[src/hw/rtl/euler_to_rotation_matrix_unit_assert.svh]
// Assertion macros of the rotation matrix unit, used by its output stage
`ifndef EULER_TO_ROTATION_MATRIX_UNIT_ASSERT_SVH
`define EULER_TO_ROTATION_MATRIX_UNIT_ASSERT_SVH
`ifndef ASSERT_OFF
`define ETR_ASSERT(lbl, prop, msg) \
    lbl: assert property (@(posedge clk) disable iff (!rst_n) (prop)) else $error(msg);
`define ETR_ASSERT_NEXT(lbl, pre, post, msg) \
    lbl: assert property (@(posedge clk) disable iff (!rst_n) (pre) |=> (post)) else $error(msg);
`else
`define ETR_ASSERT(lbl, prop, msg)
`define ETR_ASSERT_NEXT(lbl, pre, post, msg)
`endif
`endif

[src/hw/rtl/etr_pkg.sv]
// Shared types, constants and fixed-point helpers of the rotation matrix unit
package etr_pkg;

    localparam int          IN_W        = 48;
    localparam int          NSTEP       = 6;
    localparam int          NELEM       = 9;
    localparam logic [30:0] ONE_Q30     = 31'h4000_0000;
    localparam logic [30:0] HALF_PI_Q30 = 31'd1686629713;

    // Taylor divisors and floor(2^32 / k) for the sine series
    localparam logic [7:0]  KDIV [NSTEP]   = '{8'd156, 8'd110, 8'd72, 8'd42, 8'd20, 8'd6};
    localparam logic [31:0] KRECIP [NSTEP] = '{32'd27531841, 32'd39045157, 32'd59652323,
                                               32'd102261126, 32'd214748364, 32'd715827882};

    // matrix element positions, lowest first in the result word
    localparam int R0X = 0;
    localparam int R0Y = 1;
    localparam int R0Z = 2;
    localparam int R1X = 3;
    localparam int R1Y = 4;
    localparam int R1Z = 5;
    localparam int R2X = 6;
    localparam int R2Y = 7;
    localparam int R2Z = 8;

    typedef struct packed {
        logic        neg;
        logic [30:0] mag;
    } sm_t;

    typedef struct packed {
        logic        neg;
        logic [61:0] mag;
    } wide_t;

    typedef logic signed [32:0] elem_t;
    typedef elem_t [NELEM-1:0] mat_t;

    function automatic wide_t sm_mul(sm_t a, sm_t b);
        wide_t w;
        w.neg = a.neg ^ b.neg;
        w.mag = 62'(a.mag) * 62'(b.mag);
        return w;
    endfunction

    // Q60 back to Q30, half away from zero
    function automatic sm_t sm_round(wide_t w);
        sm_t s;
        s.neg = w.neg;
        s.mag = 31'((w.mag + (62'(1) << 29)) >> 30);
        return s;
    endfunction

    function automatic elem_t sm_to_elem(sm_t a);
        elem_t e;
        e = elem_t'({2'b00, a.mag});
        return a.neg ? -e : e;
    endfunction

endpackage

[src/hw/rtl/etr_out.sv]
// Output scaling, saturation, output register and skid buffer
`include "euler_to_rotation_matrix_unit_assert.svh"
module etr_out
    import etr_pkg::*;
#(
    parameter int OUT_BITS = 16,
    parameter int OUT_W    = 144
)
(
    input  logic             clk,
    input  logic             rst_n,
    input  logic             in_valid,
    input  mat_t             mat,
    output logic             ready,
    output logic             m_tvalid,
    input  logic             m_tready,
    output logic [OUT_W-1:0] m_tdata
);
    localparam int          SH   = 31 - OUT_BITS;
    localparam int          SHR  = (SH > 0) ? SH : 1;
    localparam int          SHL  = (SH > 0) ? 0 : -SH;
    localparam logic [33:0] MAXP = 34'((64'(1) << (OUT_BITS - 1)) - 64'(1));

    logic               o1_v_reg;
    logic               o1_neg_reg [NELEM];
    logic [31:0]        o1_mag_reg [NELEM];

    logic [OUT_W-1:0]   word;
    logic [NELEM*OUT_BITS-1:0] packed_word;

    logic               out_v_reg, out_v_next;
    logic [OUT_W-1:0]   out_d_reg, out_d_next;
    logic               skid_v_reg, skid_v_next;
    logic [OUT_W-1:0]   skid_d_reg, skid_d_next;

    function automatic logic [OUT_BITS-1:0] conv(logic neg, logic [31:0] mag);
        logic [33:0] m;
        if (SH > 0)
        begin
            m = (34'(mag) + (34'(1) << (SHR - 1))) >> SHR;
        end
        else
        begin
            m = 34'(mag) << SHL;
        end
        if (neg)
        begin
            if (m > MAXP + 34'(1))
            begin
                m = MAXP + 34'(1);
            end
            return OUT_BITS'(34'(0) - m);
        end
        if (m > MAXP)
        begin
            m = MAXP;
        end
        return OUT_BITS'(m);
    endfunction

    assign ready = !skid_v_reg;

    always_ff @(posedge clk or negedge rst_n)
    begin
        if (!rst_n)
        begin
            o1_v_reg <= 1'b0;
        end
        else if (ready)
        begin
            o1_v_reg <= in_valid;
        end
    end

    for (genvar k = 0; k < NELEM; k++)
    begin : g_elem
        always_ff @(posedge clk)
        begin
            if (ready)
            begin
                o1_neg_reg[k] <= mat[k][32];
                o1_mag_reg[k] <= 32'(mat[k][32] ? -mat[k] : mat[k]);
            end
        end
        assign packed_word[k*OUT_BITS +: OUT_BITS] = conv(o1_neg_reg[k], o1_mag_reg[k]);
    end

    assign word = OUT_W'(packed_word);

    always_comb
    begin
        out_v_next  = out_v_reg;
        out_d_next  = out_d_reg;
        skid_v_next = skid_v_reg;
        skid_d_next = skid_d_reg;
        if (skid_v_reg)
        begin
            if (m_tready)
            begin
                out_d_next  = skid_d_reg;
                skid_v_next = 1'b0;
            end
        end
        else if (!out_v_reg || m_tready)
        begin
            out_v_next = o1_v_reg;
            if (o1_v_reg)
            begin
                out_d_next = word;
            end
        end
        else if (o1_v_reg)
        begin
            skid_v_next = 1'b1;
            skid_d_next = word;
        end
    end

    always_ff @(posedge clk or negedge rst_n)
    begin
        if (!rst_n)
        begin
            out_v_reg  <= 1'b0;
            skid_v_reg <= 1'b0;
        end
        else
        begin
            out_v_reg  <= out_v_next;
            skid_v_reg <= skid_v_next;
        end
    end

    always_ff @(posedge clk)
    begin
        out_d_reg  <= out_d_next;
        skid_d_reg <= skid_d_next;
    end

    assign m_tvalid = out_v_reg;
    assign m_tdata  = out_d_reg;

    `ETR_ASSERT(a_skid_behind_out, skid_v_reg |-> out_v_reg, "skid full with output empty")
    `ETR_ASSERT_NEXT(a_skid_catch, ready && o1_v_reg && out_v_reg && !m_tready, skid_v_reg, "request lost on stall")
    `ETR_ASSERT_NEXT(a_skid_drain, skid_v_reg && m_tready, out_v_reg && !skid_v_reg, "skid not drained")

endmodule

[config.mk]
export PLATFORM = sky130hd
export DESIGN_NAME = etr_out
export DESIGN_NICKNAME = d
export VERILOG_FILES = /design/src/hw/rtl/etr_pkg.sv /design/src/hw/rtl/etr_out.sv
export VERILOG_INCLUDE_DIRS = /design/src /design/src/hw/rtl
export SDC_FILE = /design/constraint.sdc
export NUM_CORES = 1
export LEC_CHECK = 0
export BUFFER_PORTS_ARGS = -buffer_cell sky130_fd_sc_hd__buf_2
export CORE_UTILIZATION = 29
export DETAILED_ROUTE_END_ITERATION = 8
export PLACE_DENSITY = 0.51
export SKIP_CTS_REPAIR_TIMING = 1
export SLEW_MARGIN = 20
export SYNTH_ARGS = -nofsm -noshare
export SYNTH_HDL_FRONTEND = slang
export SYNTH_SLANG_ARGS = --single-unit
[constraint.sdc]
create_clock -name clk -period 14.5 [get_ports clk]
set_clock_uncertainty 0.05 [all_clocks]
set_input_delay 2.9 -clock clk [delete_from_list [all_inputs] [get_ports clk]]
set_output_delay 2.9 -clock clk [all_outputs]
set_load 0.05 [all_outputs]
# --- After elaboration in Yosys (flattened, before gate mapping) ---
# Memories as Yosys holds them, arrays and structs flattened.
# Index checks and enable logic that the tools add are counted.
word_totals:
  register_bits: 291
  ramBits: 297
  out_inout_bits: 146
  memories: 2
mem_list:
  columns: ["memory", "depth", "width", "rd", "rd_clocked_by_memory_dff", "wr", "line_no", "source"]
  rows:
  - ["o1_mag_reg", 9, 32, 9, 0, 9, "etr_out.sv:26", "logic [31:0] o1_mag_reg [NELEM];"]
  - ["o1_neg_reg", 9, 1, 9, 0, 9, "etr_out.sv:25", "logic o1_neg_reg [NELEM];"]
classes:
  add_sub_neg: 27
  n_lt_le_gt_ge: 18
  eq_ne: 1
  n_mux: 81
  n_bitwise: 2
  reduce_logical: 8
op_table:
  columns: ["op", "count"]
  rows:
  - ["34-bit two-way mux", 18]
  - ["144-bit two-way mux", 4]
  - ["16-bit two-way mux", 27]
  - ["34-bit by 15-bit greater-than comparator with 1-bit output (second input constant)", 9]
  - ["32-bit by 15-bit adder with 33-bit output (second input constant)", 9]
  - ["32-bit two-way mux", 9]
  - ["32-bit negator", 9]
  - ["18-bit by 16-bit greater-than comparator with 1-bit output (second input constant)", 9]
  - ["18-bit two-way mux", 9]
  - ["1-bit by 16-bit subtractor with 16-bit output (first input constant)", 9]
  - ["1-bit two-way mux", 14]
  - ["3-bit AND reduction", 2]
  - ["2-bit nonzero test", 2]
  - ["1-bit zero test", 2]
  - ["2-bit != test (second input constant)", 1]
  - ["1-bit inverter", 2]
  - ["2-bit AND reduction", 1]
  - ["1-bit logical OR", 1]

# --- Logic depth before layout (Yosys ltp) ---
# Gate-level depths: netlist of the first run.
# An unclocked memory read counts as a cell.
logic_depth:
  ltp_word: 12
  ltp_mapped: 19
  ltp_nobuf: 17

# --- Least setup slack after synthesis of the first run ---
# Ideal clock, no wire load.
synth_timing:
  path_type: "input -> register"
  startpoint: "input port m_tready"
  endpoint: "register skid_v_reg"
  arrival_ns: 17.709
  required_ns: 14.281
  path_slack_ns: -3.427
  path_stages: 2
  path_buffers: 0
  path_cell_list: "nor4bb_1 > o21bai_1"
synth_between:
  elab_chain_cells: 3
  word_cells_on_any_way: 4
  cone_classes: "3 x mux; 1 x reduce/logical"
synth_rtl:
  columns: ["item", "line_no", "source"]
  rows:
  - ["start, declared", "etr_out.sv:16", "input logic m_tready,"]
  - ["1-bit logical OR", "etr_out.sv:104", "else if (!out_v_reg || m_tready)"]
  - ["1-bit two-way mux", "etr_out.sv:104", null]
  - ["1-bit two-way mux (*)", "etr_out.sv:96", "if (skid_v_reg)"]
  - ["named net skid_v_next", "etr_out.sv:33", "logic skid_v_reg, skid_v_next;"]
  - ["end signal, assigned", "etr_out.sv:129", "skid_v_reg <= skid_v_next;"]
  - ["end, declared", "etr_out.sv:33", null]
# Mark *: on every way through the listed nets, which the timed path passes. The rest lies on a longest branch.
# A chain may end at the register's enable or synchronous reset.

==> results of run 1 <==
[layout make-up]
cell class	instances	area (sq um)
fillers	10000	64200
multi-input cells	2140	14200
well taps	1287	1610
clock inverters	43	494
inverters	55	214
repair buffers	466	2390
flip-flops and latches	462	13900
diodes	2	5.00
clock buffers	60	1440
[per-stage QoR]
step / util, % / hold WS (ns) / worst slack, ns / total power, uW / cells
detailed placement: 32.8 / 0.452 / 8.33 / 5370 / 4410
CTS: 34.8 / 0.467 / 8.90 / 6900 / 4513
global route: 34.8 / 0.497 / 8.44 / 7240 / 4513
global placement: 32.8 / 0.443 / 8.37 / 5370 / 4410
finish: 34.8 / 0.463 / 8.91 / 6810 / 4515
floorplan: - / 0.437 / 2.54 / 4620 / 2799
[report_power, final]
group | internal (uW) | switching [uW] | total [uW]
combinational | 886 | 1940 | 2830
clock | 895 | 586 | 1480
sequential | 2150 | 352 | 2500
total | 3930 | 2880 | 6810
[per-layer routing]
metal	up-vias	global-route usage (%)	routed length (microns)
li1	11400	-	-
met1	10600	20.7	36900
met2	528	22.8	34300
met3	104	3.74	4680
met4	12	3.51	1410
met5	-	0	92
[worst max-delay path, cell delays in order (launching register included)]
cell      delay, ns
edfxtp_1       0.43
ha_1           0.36
nand4_1        0.28
nor3_1         0.86
nor2_1         0.10
o21ai_0        0.21
a2111o_1       0.27
nand2_1        0.26
nand2_1        0.21
ha_1           0.26
inv_1          0.12
o41ai_1        0.60
and4_1         0.36
o21ai_0        0.13
a211o_1        0.27
mux2i_1        0.12
a311oi_1       0.34
mux2_2         0.22
[logic make-up after synthesis]
logic type	Yosys count	share of synthesized area (%)
AND/OR/NAND/NOR	1014	18.1
flip-flops	462	48.1
AO/OA/AOI/OAI	638	14.9
adder cells (fa/ha/maj)	18	0.781
multiplexers	151	5.77
XOR/XNOR	319	9.69
buffers and inverters	197	2.64
[layout by cell type, fill, tap and decap left out, drive strengths merged, types with 61 or more instances in the layout]
cell type / Yosys / routed
nor2: 192 / 192
o21ai: 156 / 156
buf: 22 / 466
nand2: 268 / 268
a21oi: 111 / 111
xnor2: 258 / 258
nor3: 79 / 79
xor2: 61 / 61
mux2: 122 / 122
nand3: 103 / 103
edfxtp: 459 / 459
[worst paths after layout]
path	start	to
worst max-delay path	o1_mag_reg[0][271]$_DFFE_PN_	m_tdata[142]$_DFFE_PP_
max in group asynchronous	rst_n	m_tvalid$_DFFE_PN0P_
worst min-delay path	skid_d_reg[35]$_DFFE_PP_	m_tdata[35]$_DFFE_PP_
worst max register to register	o1_mag_reg[0][271]$_DFFE_PN_	m_tdata[142]$_DFFE_PP_
worst min register to register	skid_d_reg[35]$_DFFE_PP_	m_tdata[35]$_DFFE_PP_
min in group asynchronous	rst_n	o1_v_reg$_DFFE_PN0N_
==> summary.md, run 1 <==
| Metric | Value |
|---|---|
| Status | finished clean |
| Port Buffer Count | 446 |
| Initial antenna violation count | 11 |
| Pre-Repair DR Iteration Count | 8 |
| Fin crit period | 5.59 ns |
| Top_reg_cell synth | edfxtp_1 |
| Unrepaired setup endpoints after global routing | false |
| ANT nets after route | 0 |
| Final Hold Vio Count | 0 |
| Cell taking the most area after synthesis | edfxtp_1 |
| WHS Path Cells | 2 |
| GR Overflow Total | 0 |
| Setup tns final | 0 ns |
| Final setup viols | 0 |
| Relative max-transition margin | 33.6% |
| CTS tree | done |
| Die H | 317 microns |
| Critical Path Fanout Max | 10 |
| Layout cell share with drive strength beyond 1 | 23.1% |
| Clock latency at the later pin of the worst-skew pair | 0.65 ns |
| Seq/Total Area, Yosys | 48.1% |
| YS warnings | 0 |
| Fmax achieved | 179 MHz |
| GRT Total Usage | 14.8% |
| CP startpoint kind | flip-flop |
| Post-Syn Area | 28800 sq um |
| Initial Utilization | 29.3% |
| Post-synth EDFFs | 459 |
| Post-route design area | 34300 sq um |
| Layout area overhead | 18.9% |
| Max IR drop VDD | 0.147 mV |
| CTS sink cnt | 462 |
| CTS max path bufs | 3 |
| Clock Pin Slew Worst Setup and Hold Paths | 0.06 ns |
| CP Data Required Time | 14.97 ns |
| Max reg flops | 162 |
| Max Cap Violations | 0 |
| Syn Nets | 3118 |
| Largest net degree at the start of global routing | 123 |
| Cells after Synth | 2799 |
| Pwr dens | 199 nW/um^2 |
| Top post-synthesis cells by count | edfxtp_1 (459), nand2_1 (268), xnor2_1 (258) |
| Remaining DRCs | 0 |
| Top cells by area, synth | edfxtp_1 (48%), xnor2_1 (7.8%), mux2_2 (4.8%) |
| IO Count | 447 |
| Synth Register Bits | 462 |
| Placed Area | 32300 sq um |
| Async set or reset register ratio after synthesis | 0.649% |
| Crit path kind | flip-flop to flip-flop |
| Clk root buf | clkbuf_16 |
| R2R Setup Slk | 8.91 ns |
| Num CTS Buffers | 56 |
| P_leak | 0.0122 uW |
| Vias in the first global route | 20.6k |
| Die Wd | 317 microns |
| Slew at the pin closest to its max-slew limit | 0.996 ns |
| Iteration-0 DRC Markers | 1344 |
| Core footprint | 98400 sq um |
| Wirelength per Cell | 17.1 microns |
| Global-route wire length before repair | 119000 microns |
| Worst min path class | flip-flop to flip-flop |
| Net count, final | 3500 |
| Final WL | 77400 microns |
| Crit end category | flip-flop |
| GPL Wtd Cong | 0.823 |
| Final period util | 38.6% |
| Die area | 101000 sq um |
| Synth top area share | 47.8% |
| Syn Area/Cell | 10.3 sq um |
| Vias | 22.7k |
| Critical Path AT | 6.06 ns |
| FP Rows | 115 |
| Slew Limit Fails | 0 |
| Reg2Reg Depth | 17 |
| Most frequent cell after synthesis | edfxtp_1 |
| Vias per inst | 5.02 |
| Dpl hpwl | 56500 microns |
| CTS H-Tree Depth | 2 |
| Netlist cell types | 85 |
Note: power is estimated with default switching activity, not from simulation.
==> run 2: changes to the inputs <==
- PLACE_DENSITY: 0.51 -> 0.49
- clock period: 14.5 -> 5.8 ns (I/O delays scaled with it)
==> summary.md, run 2 (synthesized netlist as in run 1, its figures left out) <==
| Metric | Value |
|---|---|
| Net count, final | 3503 (was 3500) |
| CTS max path bufs | 3 (unchanged) |
| Critical Path AT | 5.43 ns (was 6.06 ns) |
| Setup tns final | 0 ns (unchanged) |
| GPL Wtd Cong | 0.840 (was 0.823) |
| Final WS setup | 0.721 ns (was 8.91 ns) |
| Initial antenna violation count | 7 (was 11) |
| Vias | 22.7k (about the same) |
| Pwr dens | 502 nW/um^2 (was 199 nW/um^2) |
| CP Data Required Time | 6.15 ns (was 14.97 ns) |
| Port Buffer Count | 446 (unchanged) |
| Global-route wire length before repair | 121000 microns (was 119000 microns) |
| Die H | 317 microns (unchanged) |
| Worst min path class | primary input to async pin (was flip-flop to flip-flop) |
| Unrepaired setup endpoints after global routing | false (unchanged) |
| Max IR drop VDD | 0.265 mV (was 0.147 mV) |
| ANT nets after route | 0 (unchanged) |
| Util after Layout | 35.0% (was 34.8%) |
| Placed Area | 32400 sq um (was 32300 sq um) |
| CTS tree | done (unchanged) |
| Max Cap Violations | 0 (unchanged) |
| Iteration-0 DRC Markers | 1373 (was 1344) |
| Vias per inst | 5.03 (was 5.02) |
| Layout cell share with drive strength beyond 1 | 23.2% (was 23.1%) |
| IO Count | 447 (unchanged) |
| Largest net degree at the start of global routing | 125 (was 123) |
| Post-route design area | 34400 sq um (was 34300 sq um) |
| Critical Path Fanout Max | 11 (was 10) |
| Setup slack at placement | 0.798 ns (was 8.33 ns) |
| GRT Total Usage | 15.1% (was 14.8%) |
| Filler cells | 10.0k (about the same) |
| Die Wd | 317 microns (unchanged) |
| Relative max-transition margin | 36.6% (was 33.6%) |
| Crit path kind | flip-flop to flip-flop (unchanged) |
| Diodes inserted | 0 (was 2) |
| Vias in the first global route | 21.1k (was 20.6k) |
| Initial Utilization | 29.3% (unchanged) |
| Final period util | 87.6% (was 38.6%) |
| Status | finished clean (unchanged) |
| CTS sink cnt | 462 (unchanged) |
| Max reg flops | 162 (unchanged) |
| FP Rows | 115 (unchanged) |
| Layout area overhead | 19.4% (was 18.9%) |
| Num CTS Buffers | 59 (was 56) |
| P_leak | 0.0123 uW (was 0.0122 uW) |
| Fmax achieved | 197 MHz (was 179 MHz) |
| Pre-Repair DR Iteration Count | 5 (was 8) |
| Dpl hpwl | 57100 microns (was 56500 microns) |
| CP startpoint kind | flip-flop (unchanged) |
| Crit end category | flip-flop (unchanged) |
| GR Overflow Total | 0 (unchanged) |
| Die area | 101000 sq um (unchanged) |
| Final setup viols | 0 (unchanged) |
| Final Hold Vio Count | 0 (unchanged) |
| Final WL | 78600 microns (was 77400 microns) |
| Commonest non-fill, non-tap cell in the layout | edfxtp_1 (unchanged) |
| Clock latency at the later pin of the worst-skew pair | 0.64 ns (was 0.65 ns) |
| Core footprint | 98400 sq um (unchanged) |
| CTS H-Tree Depth | 2 (unchanged) |
| Fin crit period | 5.08 ns (was 5.59 ns) |
| Clock Pin Slew Worst Setup and Hold Paths | 0.06 ns (about the same) |
| Total Power | 17300 uW (was 6810 uW) |
| Slew at the pin closest to its max-slew limit | 0.950 ns (was 0.996 ns) |
| Remaining DRCs | 0 (unchanged) |
| Wirelength per Cell | 17.4 microns (was 17.1 microns) |
| Slew Limit Fails | 0 (unchanged) |
| Clk root buf | clkbuf_16 (unchanged) |
| Most frequent cells in the layout | edfxtp_1 (459), buf_2 (446), nand2_1 (268) (unchanged) |
[run 2: changes by cell type in the layout (fill, tap and decap cells not counted), moves of 2 or more]
cell / change
clkbuf_1: +5
buf_12: +4
buf_4: -4
clkbuf_16: +4
clkinv_1: -3
clkinvlp_4: +2
diode_2: -2
inv_6: -2
[run 2: cell type report]
type                    count  area, sq um  area share, %
multi-input cells        2140        14200           41.3
flip-flops and latches    462        13900           40.3
repair buffers            466         2440           7.10
well taps                1287         1610           4.68
clock buffers              69         1560           4.52
clock inverters            42          513           1.49
inverters                  55          214          0.621
[run 2: stage by stage]
stage / hold slack, ns / std cells
6_report: 0.260 / 4521
5_1_grt: 0.213 / 4521
4_1_cts: 0.195 / 4521
3_5_place_dp: 0.457 / 4410
3_3_place_gp: 0.445 / 4410
2_1_floorplan: 0.437 / 2799
[run 2: path summary, 6_finish.rpt]
| check | start | endpoint | slack (ns) | cells after the start |
|---|---|---|---|---|
| min in group clk | skid_d_reg[72]$_DFFE_PP_ | m_tdata[72]$_DFFE_PP_ | 0.47 | 2 |
| min | rst_n | o1_v_reg$_DFFE_PN0N_ | 0.26 | 1 |
| min reg2reg | skid_d_reg[72]$_DFFE_PP_ | m_tdata[72]$_DFFE_PP_ | 0.47 | 2 |
| max reg2reg | o1_mag_reg[0][273]$_DFFE_PN_ | m_tdata[142]$_DFFE_PP_ | 0.72 | 16 |
| max in group asynchronous | rst_n | skid_v_reg$_DFF_PN0_ | 5.31 | 1 |
| max | o1_mag_reg[0][273]$_DFFE_PN_ | m_tdata[142]$_DFFE_PP_ | 0.72 | 16 |
[run 2: report_power, final]
part           total [uW]  internal [uW]  switching [uW]
Sequential           6290           5370             919
Clock                3920           2410            1520
Combinational        7080           2230            4850
Total               17300          10000            7280
[run 2: metal layers]
layer	vias to the layer above	part of all wire [%]	global-route usage, %
met1	10800	47	20.7
li1	11400	-	-
met2	439	47	24.5
met4	8	1.7	3.78
met3	84	4.8	2.91
met5	-	0.073	0
[run 2: critical path, stage by stage (launching register included)]
cell and delay [ns]:
edfxtp_1 0.55, nand4_1 0.28, nor3_1 0.46, a2111oi_0 0.19
a41oi_1 0.37, a2111o_1 0.25, nand2_1 0.24, nand2_1 0.18
ha_1 0.25, inv_1 0.11, o41ai_1 0.59, and4_1 0.35
o21ai_0 0.13, a211o_1 0.28, mux2i_1 0.15, a311oi_1 0.08
mux2_2 0.31
